==> src/hdl/bvhmp_pkg.sv <==
// Shared constants and register codes for the BVH midpoint partition block.
`default_nettype none

package bvhmp_pkg;

	localparam int MAX_ITEMS_DEF = 64;

	localparam int ID_W       = 16;
	localparam int COORD_W    = 32;
	localparam int AXIS_W     = 2;
	localparam int BASE_W     = 16;
	localparam int CFG_IDX_W  = 2;
	localparam int CFG_DATA_W = 32;

	// Axis select codes
	localparam logic [AXIS_W-1:0] AXIS_X = 2'd0;
	localparam logic [AXIS_W-1:0] AXIS_Y = 2'd1;
	localparam logic [AXIS_W-1:0] AXIS_Z = 2'd2;

	// Configuration register indexes
	localparam logic [CFG_IDX_W-1:0] REG_SPLIT_AXIS  = 2'd0;
	localparam logic [CFG_IDX_W-1:0] REG_SPLIT_COORD = 2'd1;
	localparam logic [CFG_IDX_W-1:0] REG_BASE_INDEX  = 2'd2;

endpackage

`default_nettype wire

==> src/hdl/bvhmp_ram.sv <==
// Generic single-write, single-read RAM with registered read data.
`default_nettype none

module bvhmp_ram #(
	parameter int WIDTH = 16,
	parameter int DEPTH = 64
) (
	input  wire logic                     clk,
	input  wire logic                     wr_en,
	input  wire logic [$clog2(DEPTH)-1:0] wr_addr,
	input  wire logic [WIDTH-1:0]         wr_data,
	input  wire logic                     rd_en,
	input  wire logic [$clog2(DEPTH)-1:0] rd_addr,
	output logic      [WIDTH-1:0]         rd_data
);

	logic [WIDTH-1:0] mem [DEPTH];

	always_ff @(posedge clk) begin
		if (wr_en) begin
			mem[wr_addr] <= wr_data;
		end
		if (rd_en) begin
			rd_data <= mem[rd_addr];
		end
	end

endmodule

`default_nettype wire

==> src/hdl/bvh_midpoint_partition_top.sv <==
// Top level of the BVH midpoint partition block: id store, swap sequencer, emission.
//
//  channel  | direction | handshake             | payload
//  ---------+-----------+-----------------------+------------------------------------------
//  config   | in        | cfg_wr_en             | cfg_index, cfg_data
//  input    | in        | in_valid / in_stall   | item_id, box_min_*, box_max_*, last_item
//  output   | out       | out_valid / out_stall | out_id, split_index, overflowed, last_out
//
// A box that stays in place, or that passes with the front region touching the
// loaded region, is written while idle; a passing box that needs a swap is sequenced
// (read old front id, write new id to front, write old id to the tail) as set by the
// single read and single write port of the id RAM.
// On last_item, emission reads the first id, then loads and presents the ids in order.
// in_stall is high in every state but idle; out_stall holds the current item.
// arst_n clears counters, overflow flag, config registers and the sequencer; the id
// RAM is not cleared and no entry is read before it is written.
`default_nettype none

module bvh_midpoint_partition_top #(
	parameter int MAX_ITEMS = bvhmp_pkg::MAX_ITEMS_DEF
) (
	input  wire logic                                clk,
	input  wire logic                                arst_n,
	// configuration
	input  wire logic                                cfg_wr_en,
	input  wire logic [bvhmp_pkg::CFG_IDX_W-1:0]     cfg_index,
	input  wire logic [bvhmp_pkg::CFG_DATA_W-1:0]    cfg_data,
	// input items
	input  wire logic                                in_valid,
	output logic                                     in_stall,
	input  wire logic [bvhmp_pkg::ID_W-1:0]          item_id,
	input  wire logic signed [bvhmp_pkg::COORD_W-1:0] box_min_x,
	input  wire logic signed [bvhmp_pkg::COORD_W-1:0] box_min_y,
	input  wire logic signed [bvhmp_pkg::COORD_W-1:0] box_min_z,
	input  wire logic signed [bvhmp_pkg::COORD_W-1:0] box_max_x,
	input  wire logic signed [bvhmp_pkg::COORD_W-1:0] box_max_y,
	input  wire logic signed [bvhmp_pkg::COORD_W-1:0] box_max_z,
	input  wire logic                                last_item,
	// result items
	output logic                                     out_valid,
	input  wire logic                                out_stall,
	output logic      [bvhmp_pkg::ID_W-1:0]          out_id,
	output logic      [bvhmp_pkg::BASE_W-1:0]        split_index,
	output logic                                     overflowed,
	output logic                                     last_out
);

	localparam int AW = (MAX_ITEMS > 1) ? $clog2(MAX_ITEMS) : 1;
	localparam int CW = $clog2(MAX_ITEMS + 1);
	localparam int SW = bvhmp_pkg::COORD_W + 1;

	typedef enum logic [2:0] {
		ST_IDLE,
		ST_SWAP_FRONT,
		ST_SWAP_LOAD,
		ST_EMIT_RD,
		ST_EMIT_LD,
		ST_EMIT_OUT
	} state_t;

	state_t state_q;

	// configuration registers
	logic [bvhmp_pkg::AXIS_W-1:0]         split_axis_q;
	logic signed [bvhmp_pkg::COORD_W-1:0] split_coord_q;
	logic [bvhmp_pkg::BASE_W-1:0]         base_index_q;

	// range state
	logic [CW-1:0]              loaded_q;
	logic [CW-1:0]              front_q;
	logic                       ovf_q;
	logic                       last_q;
	logic [bvhmp_pkg::ID_W-1:0] held_id_q;
	logic [AW-1:0]              k_q;

	// output register
	logic                         out_valid_q;
	logic [bvhmp_pkg::ID_W-1:0]   out_id_q;
	logic [bvhmp_pkg::BASE_W-1:0] split_index_q;
	logic                         overflowed_q;
	logic                         last_out_q;

	// RAM ports
	logic                       ram_wr_en;
	logic [AW-1:0]              ram_wr_addr;
	logic [bvhmp_pkg::ID_W-1:0] ram_wr_data;
	logic                       ram_rd_en;
	logic [AW-1:0]              ram_rd_addr;
	logic [bvhmp_pkg::ID_W-1:0] ram_rd_data;

	logic                         accept;
	logic                         full;
	logic                         front_behind;
	logic                         pass;
	logic signed [SW-1:0]         sum_lo_hi;
	logic signed [SW-1:0]         mid2;
	logic signed [bvhmp_pkg::COORD_W-1:0] sel_lo;
	logic signed [bvhmp_pkg::COORD_W-1:0] sel_hi;
	logic                         axis_ok;
	logic [CW-1:0]                split_pos;
	logic [bvhmp_pkg::BASE_W-1:0] split_calc;
	logic                         emit_last;

	assign in_stall    = (state_q != ST_IDLE);
	assign accept      = in_valid && !in_stall;
	assign full        = (loaded_q == CW'(MAX_ITEMS));
	assign front_behind = (front_q < loaded_q);

	// Axis select; the unused code lets nothing pass.
	always_comb begin
		sel_lo  = box_min_x;
		sel_hi  = box_max_x;
		axis_ok = 1'b1;
		case (split_axis_q)
			bvhmp_pkg::AXIS_X: begin
				sel_lo = box_min_x;
				sel_hi = box_max_x;
			end
			bvhmp_pkg::AXIS_Y: begin
				sel_lo = box_min_y;
				sel_hi = box_max_y;
			end
			bvhmp_pkg::AXIS_Z: begin
				sel_lo = box_min_z;
				sel_hi = box_max_z;
			end
			default: begin
				axis_ok = 1'b0;
			end
		endcase
	end

	// Exact centroid test: min + max < 2 * midpoint, all in 33 bits.
	assign sum_lo_hi = SW'(sel_lo) + SW'(sel_hi);
	assign mid2      = {split_coord_q, 1'b0};
	assign pass      = axis_ok && (sum_lo_hi < mid2);

	// Split falls back to half the count when all or none of the boxes passed.
	assign split_pos  = ((front_q == '0) || (front_q == loaded_q)) ? (loaded_q >> 1) : front_q;
	assign split_calc = base_index_q + bvhmp_pkg::BASE_W'(split_pos);
	assign emit_last  = ((CW'(k_q) + CW'(1)) == loaded_q);

	// RAM access per state
	always_comb begin
		ram_wr_en   = 1'b0;
		ram_wr_addr = front_q[AW-1:0];
		ram_wr_data = item_id;
		ram_rd_en   = 1'b0;
		ram_rd_addr = front_q[AW-1:0];
		case (state_q)
			ST_IDLE: begin
				if (accept && !full) begin
					if (pass && front_behind) begin
						ram_rd_en   = 1'b1;
						ram_rd_addr = front_q[AW-1:0];
					end else begin
						ram_wr_en   = 1'b1;
						ram_wr_addr = pass ? front_q[AW-1:0] : loaded_q[AW-1:0];
						ram_wr_data = item_id;
					end
				end
			end
			ST_SWAP_FRONT: begin
				ram_wr_en   = 1'b1;
				ram_wr_addr = front_q[AW-1:0];
				ram_wr_data = held_id_q;
			end
			ST_SWAP_LOAD: begin
				// old front id moves to the tail
				ram_wr_en   = 1'b1;
				ram_wr_addr = loaded_q[AW-1:0];
				ram_wr_data = ram_rd_data;
			end
			ST_EMIT_RD: begin
				ram_rd_en   = 1'b1;
				ram_rd_addr = k_q;
			end
			ST_EMIT_OUT: begin
				// prefetch the next id as the current one leaves
				if (!out_stall && !last_out_q) begin
					ram_rd_en   = 1'b1;
					ram_rd_addr = AW'(k_q + AW'(1));
				end
			end
			default: begin
				ram_wr_en = 1'b0;
				ram_rd_en = 1'b0;
			end
		endcase
	end

	bvhmp_ram #(
		.WIDTH (bvhmp_pkg::ID_W),
		.DEPTH (1 << AW)
	) u_id_ram (
		.clk     (clk),
		.wr_en   (ram_wr_en),
		.wr_addr (ram_wr_addr),
		.wr_data (ram_wr_data),
		.rd_en   (ram_rd_en),
		.rd_addr (ram_rd_addr),
		.rd_data (ram_rd_data)
	);

	// Configuration registers
	always_ff @(posedge clk or negedge arst_n) begin
		if (!arst_n) begin
			split_axis_q  <= bvhmp_pkg::AXIS_X;
			split_coord_q <= '0;
			base_index_q  <= '0;
		end else if (cfg_wr_en) begin
			case (cfg_index)
				bvhmp_pkg::REG_SPLIT_AXIS: begin
					split_axis_q <= cfg_data[bvhmp_pkg::AXIS_W-1:0];
				end
				bvhmp_pkg::REG_SPLIT_COORD: begin
					split_coord_q <= cfg_data;
				end
				bvhmp_pkg::REG_BASE_INDEX: begin
					base_index_q <= cfg_data[bvhmp_pkg::BASE_W-1:0];
				end
				default: begin
					split_axis_q <= split_axis_q;
				end
			endcase
		end
	end

	// Sequencer, counters and output register
	always_ff @(posedge clk or negedge arst_n) begin
		if (!arst_n) begin
			state_q       <= ST_IDLE;
			loaded_q      <= '0;
			front_q       <= '0;
			ovf_q         <= 1'b0;
			last_q        <= 1'b0;
			held_id_q     <= '0;
			k_q           <= '0;
			out_valid_q   <= 1'b0;
			out_id_q      <= '0;
			split_index_q <= '0;
			overflowed_q  <= 1'b0;
			last_out_q    <= 1'b0;
		end else begin
			case (state_q)
				ST_IDLE: begin
					k_q <= '0;
					if (accept) begin
						last_q <= last_item;
						if (full) begin
							ovf_q <= 1'b1;
							if (last_item) begin
								state_q <= ST_EMIT_RD;
							end
						end else if (pass && front_behind) begin
							held_id_q <= item_id;
							state_q   <= ST_SWAP_FRONT;
						end else begin
							loaded_q <= loaded_q + CW'(1);
							if (pass) begin
								front_q <= front_q + CW'(1);
							end
							if (last_item) begin
								state_q <= ST_EMIT_RD;
							end
						end
					end
				end
				ST_SWAP_FRONT: begin
					state_q <= ST_SWAP_LOAD;
				end
				ST_SWAP_LOAD: begin
					loaded_q <= loaded_q + CW'(1);
					front_q  <= front_q + CW'(1);
					state_q  <= last_q ? ST_EMIT_RD : ST_IDLE;
				end
				ST_EMIT_RD: begin
					state_q <= ST_EMIT_LD;
				end
				ST_EMIT_LD: begin
					out_valid_q   <= 1'b1;
					out_id_q      <= ram_rd_data;
					split_index_q <= split_calc;
					overflowed_q  <= ovf_q;
					last_out_q    <= emit_last;
					state_q       <= ST_EMIT_OUT;
				end
				ST_EMIT_OUT: begin
					if (!out_stall) begin
						out_valid_q <= 1'b0;
						if (last_out_q) begin
							loaded_q <= '0;
							front_q  <= '0;
							ovf_q    <= 1'b0;
							state_q  <= ST_IDLE;
						end else begin
							k_q     <= AW'(k_q + AW'(1));
							state_q <= ST_EMIT_LD;
						end
					end
				end
				default: begin
					state_q <= ST_IDLE;
				end
			endcase
		end
	end

	assign out_valid   = out_valid_q;
	assign out_id      = out_id_q;
	assign split_index = split_index_q;
	assign overflowed  = overflowed_q;
	assign last_out    = last_out_q;

`ifndef SYNTHESIS
	// front region never passes the loaded region
	a_front_le_loaded: assert property (@(posedge clk) disable iff (!arst_n)
		front_q <= loaded_q)
		else $error("front count above loaded count");

	a_loaded_cap: assert property (@(posedge clk) disable iff (!arst_n)
		loaded_q <= CW'(MAX_ITEMS))
		else $error("loaded count above capacity");

	// no input is taken while a result is pending
	a_no_accept_emit: assert property (@(posedge clk) disable iff (!arst_n)
		out_valid |-> in_stall)
		else $error("input accepted during emission");

	// the final result of a run leaves the range empty
	a_clear_after_run: assert property (@(posedge clk) disable iff (!arst_n)
		(out_valid && last_out && !out_stall) |=> (loaded_q == '0 && !ovf_q))
		else $error("range state not cleared after run");

	// a swap always ends in the tail write
	a_swap_seq: assert property (@(posedge clk) disable iff (!arst_n)
		(state_q == ST_SWAP_FRONT) |=> (state_q == ST_SWAP_LOAD))
		else $error("swap sequence broken");
`endif

endmodule

`default_nettype wire

==> config.mk <==
export PLATFORM = sky130hd
export DESIGN_NAME = bvh_midpoint_partition_top
export DESIGN_NICKNAME = d
export VERILOG_FILES = /design/src/hdl/bvhmp_pkg.sv /design/src/hdl/bvhmp_ram.sv /design/src/hdl/bvh_midpoint_partition_top.sv
export SDC_FILE = /design/constraint.sdc
export NUM_CORES = 2
export LEC_CHECK = 0
export BUFFER_PORTS_ARGS = -buffer_cell sky130_fd_sc_hd__clkbuf_2
export CORE_MARGIN = 2
export CORE_UTILIZATION = 35
export DETAILED_ROUTE_END_ITERATION = 10
export HOLD_SLACK_MARGIN = 0.08
export PLACE_DENSITY = 0.49
export SYNTH_ARGS = -nofsm -noshare
export SYNTH_HDL_FRONTEND = slang
export SYNTH_HIERARCHICAL = 1
export SYNTH_SLANG_ARGS = --single-unit
==> constraint.sdc <==
create_clock -name clk -period 8.4 [get_ports clk]
set_input_delay 1.26 -clock clk [delete_from_list [all_inputs] [get_ports clk]]
set_output_delay 1.26 -clock clk [all_outputs]
set_load 0.01 [all_outputs]
; Word level (Yosys, flattened, before mapping)
; Memories as Yosys holds them, arrays and structs flattened. A register that Yosys moved wholly into a read port is not among the register bits.
; Index checks and enable logic that the tools add are counted.
[totals]
word_cells = 125
ram_bits = 1024
mem_bits_ro = 0
latchBits = 0
n_memories = 1
register_bits = 126
[mem_list]
columns = name, words, width, read_ports, rd_clocked_by_memory_dff, write_ports, line
row1 = u_id_ram.mem, 64, 16, 1, 1, 1, bvhmp_ram.sv:17  ; logic [WIDTH-1:0] mem [DEPTH];
[op_classes]
shift = 0
n_addsub = 6
n_mux = 49
n_eq_ne = 20
n_lt_le_gt_ge = 2
multipliers = 0
reduce_logical = 31
div_mod_pow = 0
n_bitwise = 1
[op_table]
columns = op, n
row1 = case mux 32 bit (2 select lines), 2
row2 = 2-to-1 mux 7 bit, 10
row3 = case mux 7 bit (3 select lines), 2
row4 = 2-to-1 mux 6 bit, 6
row5 = case mux 6 bit (2 select lines), 3
row6 = adder 32 x 32 -> 33 bit, 1
row7 = less-than comparator 33 bit, 1
row8 = case mux 16 bit (2 select lines), 1
row9 = 2-to-1 mux 3 bit, 6
row10 = case mux 3 bit (6 select lines), 1
row11 = adder 16 x 7 -> 16 bit, 1
row12 = != test 2 bit (second input constant), 8
row13 = adder 7 x 1 -> 7 bit (second input constant), 2
row14 = == test 7 bit, 2
row15 = 2-to-1 mux 1 bit, 13
row16 = AND reduction 2 bit, 6
row17 = adder 6 x 1 -> 7 bit (second input constant), 1
row18 = == test 7 bit (second input constant), 1
row19 = logical NOT 7 bit, 1
row20 = less-than comparator 7 bit, 1
row21 = AND reduction 7 bit, 1
row22 = adder 6 x 1 -> 6 bit (second input constant), 1
row23 = == test 3 x 2 -> 1 bit (second input constant), 2
row24 = == test 3 bit (second input constant), 2
row25 = 20 further kinds, 34

; Longest topological paths before layout
[logic_depth]
depth_word = 11
ltp_mapped = 35
depth_no_buf = 30

; Cells and area by module
; The synthesis kept the hierarchy.
[modules_own_cells]
columns = module, area_each_um2, n_inst, seq_area_each_um2, cells_per_inst
row1 = bvhmp_ram, 40202.3, 1, 31230.0, 1829
row2 = bvh_midpoint_partition_top, 10328.7, 1, 3153.0, 1267

; Worst setup path before layout
; OpenSTA, ideal clock, no wires.
[synth_path]
kind = input port to flip-flop
from = input port box_max_z[0] (netlist bit)
to = memory u_id_ram.mem[49][0] (enable)
slack_ns = 0.522
arrival_time_ns = 7.468
setup_time_ns = 0.409
stages = 29
cell_sequence = a22oi_1 o211ai_1 or2_2 fa_1 a211oi_1 o21ai_0 a31oi_1 o21ai_0 and4_1 a21oi_1 a21oi_1 a31oi_1 xnor2_1 ha_1 a21o_1 a21o_1 a21oi_1 o21a_1 o21ai_0 a21oi_2 mux2_4 nor2_1 o21a_1 buf_2 mux2_2 clkbuf_1 nor2b_1 nand4_1 nor3_1
[synth_between]
word_cells_on_any_way = 14
classes_between = 1 x add/sub / 1 x order compare / 10 x mux / 2 x reduce/logical
[synth_lines]
columns = item, line
row1 = "start, declared", bvh_midpoint_partition_top.sv:37  ; input wire logic signed [bvhmp_pkg::COORD_W-1:0] box_max_z,
row2 = case mux 32 bit (2 select lines) (*), bvh_midpoint_partition_top.sv:114  ; case (split_axis_q)
row3 = adder 32 x 32 -> 33 bit (*), bvh_midpoint_partition_top.sv:134  ; assign sum_lo_hi = SW'(sel_lo) + SW'(sel_hi);
row4 = less-than comparator 33 bit (*), bvh_midpoint_partition_top.sv:136  ; assign pass = axis_ok && (sum_lo_hi < mid2);
row5 = logical AND 1 bit (*), bvh_midpoint_partition_top.sv:136
row6 = 2-to-1 mux 6 bit or logical AND 1 bit (tied branches), "bvh_midpoint_partition_top.sv:158, bvh_midpoint_partition_top.sv:153"
row7 = 2-to-1 mux 6 bit (*), bvh_midpoint_partition_top.sv:153  ; if (pass && front_behind) begin
row8 = 2-to-1 mux 6 bit (*), bvh_midpoint_partition_top.sv:152  ; if (accept && !full) begin
row9 = case mux 6 bit (2 select lines) (*), bvh_midpoint_partition_top.sv:150  ; case (state_q)
row10 = net ram_wr_addr[3], bvh_midpoint_partition_top.sv:85  ; logic [AW-1:0] ram_wr_addr;
row11 = "end, declared", bvhmp_ram.sv:17
; Mark *: on every way through the listed nets, which the timed path passes. The rest lies on a longest branch.

; Worst setup path after layout
[layout_path]
from = register split_axis_q[0] (netlist bit)
to = memory u_id_ram.mem[54][14] (enable)
[layout_between]
word_cells_on_any_way = 20
classes_between = 1 x add/sub / 1 x order compare / 2 x eq/ne / 12 x mux / 4 x reduce/logical
[layout_lines]
columns = item, line
row1 = "start, declared", bvh_midpoint_partition_top.sv:64  ; logic [bvhmp_pkg::AXIS_W-1:0] split_axis_q;
row2 = "start signal, assigned", bvh_midpoint_partition_top.sv:208  ; split_axis_q <= bvhmp_pkg::AXIS_X;
row3 = "start signal, assigned", bvh_midpoint_partition_top.sv:214  ; split_axis_q <= cfg_data[bvhmp_pkg::AXIS_W-1:0];
row4 = "start signal, assigned", bvh_midpoint_partition_top.sv:223  ; split_axis_q <= split_axis_q;
row5 = == test 2 bit or == test 2 x 1 -> 1 bit (tied branches), bvh_midpoint_partition_top.sv:114
row6 = case mux 32 bit (2 select lines), bvh_midpoint_partition_top.sv:114
row7 = adder 32 x 32 -> 33 bit, bvh_midpoint_partition_top.sv:134
row8 = less-than comparator 33 bit, bvh_midpoint_partition_top.sv:136
row9 = logical AND 1 bit (*), bvh_midpoint_partition_top.sv:136
row10 = 2-to-1 mux 6 bit or logical AND 1 bit (tied branches), "bvh_midpoint_partition_top.sv:158, bvh_midpoint_partition_top.sv:153"
row11 = 2-to-1 mux 6 bit (*), bvh_midpoint_partition_top.sv:153
row12 = 2-to-1 mux 6 bit (*), bvh_midpoint_partition_top.sv:152
row13 = case mux 6 bit (2 select lines) (*), bvh_midpoint_partition_top.sv:150
row14 = net ram_wr_addr[3], bvh_midpoint_partition_top.sv:85
; Marked as above.

==> impl_metrics.yaml <==
run_status:
  status: "finished, final reports clean"
critical_path:
  critPathArrivalTime_ns: 8.09
  path_class: "register to register"
  path_max_fanout: 66
  required_ns: 8.80
  rrSetupSlack_ns: 0.71
  cpPeakStageDelay_ns: 0.47
  cp-start-kind: "register"
  path_common_cell: "a21oi_1"
  crit_path_top_delay_cell: "ha_4"
  worst_setup_path_end_kind: "register"
clock_network:
  cts_root_buffer: "clkbuf_16"
  clk-insertion-delay-late_ns: 0.75
  clockBufferDepth: 3
  clkSinkCount: 1166
  path_clk_slew_ns: 0.06
  numCtsBuffers: 119
  ctsHoldBuffers: 0
  cts_tree: "yes"
  cts_max_level: 3
global_routing:
  grtUsageTotal_pct: 18.5
  grtUsageMet3_pct: 2.59
  grt_pass1_vias: 28500
  use_met1_pct: 26.6
  grt_overflow_total: 0
  grt_max_degree: 84
  grt_use_met2_pct: 29.8
  gr-max-usage-layer: "met2"
  antenna_found_initial: 7
  grt_pass1_wl_um: 200000
die:
  ios: 284
  start_util_pct: 35.2
  die_w_um: 384
  rows: 139
  core-area_sq_mm: 0.143
  die_y_um: 384
  dieArea_sq_mm: 0.147
yosys:
  synth_edf_count: 1040
  syn_area_per_cell_sq_um: 16.3
  yosys.cell_types.count: 77
  ys_ff_latch: 1166
  yosysSeqAreaShare_pct: 68.0
  synth_nets: 3430
  ys_warn_count: 6
  syn_area_sq_mm: 0.0505
  synth_ff_type: "edfxtp_1"
  synth_cells: 3096
  async_flop_share_pct: 10.8
sta:
  hold_slack_ns: 0.470
  max_freq_ghz: 0.130
  skew_ns: 0.0396
  setup_tns_ns: 0
  setup_viol: 0
  drv_slew: 0
  grt_setup_unrepaired: "false"
  post-route-min-period_ns: 7.69
  maxSlewHeadroom_pct: 4.85
  hold_viol: 0
  tightest_slew_ns: 1.42
  fin_crit_sh_pct: 91.6
final_layout:
  fin_nets: 3809
  area_growth_pct: 16.4
  mostFrequentLayoutCells: "1,040 x edfxtp_1, 282 x clkbuf_2, 226 x nand2_1"
  fin_cells: 5485
  layout_commonest_cell: "edfxtp_1"
  drive_above_1_share_pct: 27.3
  fin_util_pct: 41.0
pwr:
  ir_drop_mv: 0.345
  powerDensity_mw_per_mm2: 396
  power.leakage_uw: 0.0204
  power_uw: 23300
place:
  dpl.hpwl_um: 89500
  io_buffers: 283
  dp.cells: 5254
  routabilityCongestion: 0.833
detailed_routing:
  num_vias: 29000
  wl_um: 139000
  drc: 0
  drtPass1Iterations: 6
  via_per_inst: 5.29
  ant_nets: 0
  wire_per_inst_um: 25.3
  drt_iter0_markers: 2499
job:
  maxCapViolCount: 0
min_path:
  hold_path_class: "register to register"
cell type report:
class | instances | area [sq um]
Fill cell | 13100 | 84700
Clock inverter | 65 | 634
Multi-Input combinational cell | 1693 | 15100
Antenna cell | 1 | 2.50
Sequential cell | 1166 | 34400
Inverter | 62 | 233
Tap cell | 1903 | 2380
Timing Repair Buffer | 433 | 2720
Clock buffer | 162 | 3290
repair_timing:
| action | CTS | global route |
|---|---|---|
| buffers inserted | 0 | 3 |
| setup endpoints to repair | 0 | 1024 |
| gates resized for setup | 0 | 6 |
report_power, final:
| group | switching, uW | total (uW) | internal, uW | leakage, uW |
|---|---|---|---|---|
| sequential | 288 | 8500 | 8210 | 0.0109 |
| clock | 2250 | 5330 | 3080 | 0.00192 |
| combinational | 6210 | 9460 | 3240 | 0.00757 |
| total | 8750 | 23300 | 14500 | 0.0204 |
cell usage after synthesis (17+ instances only):
| library cell | number | share of area, % |
|---|---|---|
| mux2_2 | 101 | 2.3 |
| nand2_1 | 227 | 1.7 |
| xor2_1 | 17 | 0.29 |
| buf_6 | 19 | 0.42 |
| a21o_1 | 25 | 0.37 |
| a22oi_1 | 103 | 1.5 |
| clkbuf_1 | 71 | 0.53 |
| ha_1 | 84 | 2.1 |
| dfrtp_1 | 126 | 6.2 |
| inv_1 | 62 | 0.46 |
| edfxtp_1 | 1040 | 62 |
| nor2_1 | 175 | 1.3 |
| mux4_2 | 220 | 9.8 |
| nand4_1 | 20 | 0.25 |
| a221oi_1 | 18 | 0.31 |
| xnor2_1 | 36 | 0.62 |
| nor2b_1 | 41 | 0.51 |
| a21oi_1 | 121 | 1.2 |
| o22ai_1 | 19 | 0.24 |
| buf_2 | 42 | 0.42 |
| nand3_1 | 47 | 0.47 |
| o21ai_0 | 132 | 1.3 |
| mux2i_1 | 87 | 1.7 |
metrics by stage:
step / setup WS, ns / area, sq um
detailed placement: 0.0988 / 54800
finish: 0.709 / 58800
global placement: 0.111 / 54800
floorplan: 0.522 / 50500
CTS: 0.143 / 58700
global route: 0.0218 / 58800
cell families after synthesis:
kind of cell	count (synthesis)	synth area share, %
buf+inv	237	2.51
flops	1166	68.0
compound gates	531	6.75
simple gates	609	5.56
xor+xnor	53	0.919
mux	414	14.1
fa+ha+maj	86	2.16
sequential cells by signal, summed over array words and instances (netlist names):
register / count
base_index_q: 16
front_q: 7
held_id_q: 16
k_q: 6
last_out: 1
last_q: 1
loaded_q: 7
out_id: 16
out_valid: 1
overflowed: 1
ovf_q: 1
split_axis_q: 2
split_coord_q: 32
split_index: 16
state_q: 3
u_id_ram/mem: 1024
u_id_ram/rd_data: 16
critical path, delay by kind of cell, from the launching register on:
family / cells / cell delay, ns
compound gates: 15 / 2.65
xor+xnor: 1 / 0.11
fa+ha+maj: 3 / 1.19
buf+inv: 3 / 0.68
flops: 1 / 0.42
mux: 2 / 0.78
simple gates: 6 / 1.49
layer usage:
| metal | share of wire, % | wire [um] |
|---|---|---|
| met5 | 0 | 0 |
| met4 | 1.8 | 2500 |
| met3 | 5.6 | 7770 |
| met2 | 48 | 66800 |
| met1 | 45 | 62000 |
final timing paths:
kind | from | to | cells past startpoint
min in group asynchronous | arst_n | held_id_q[3]$_DFFE_PN0P_ | 1
max | split_axis_q[0]$_DFFE_PN0P_ | u_id_ram/mem[54][14]$_DFFE_PP_ | 30
min reg2reg | out_id[14]$_DFFE_PN0P_ | out_id[14]$_DFFE_PN0P_ | 2
max reg2reg | split_axis_q[0]$_DFFE_PN0P_ | u_id_ram/mem[54][14]$_DFFE_PP_ | 30
min | out_id[14]$_DFFE_PN0P_ | out_id[14]$_DFFE_PN0P_ | 2
max in group asynchronous | arst_n | state_q[1]$_DFFE_PN0P_ | 2
Note: power is estimated with default switching activity, not from simulation.
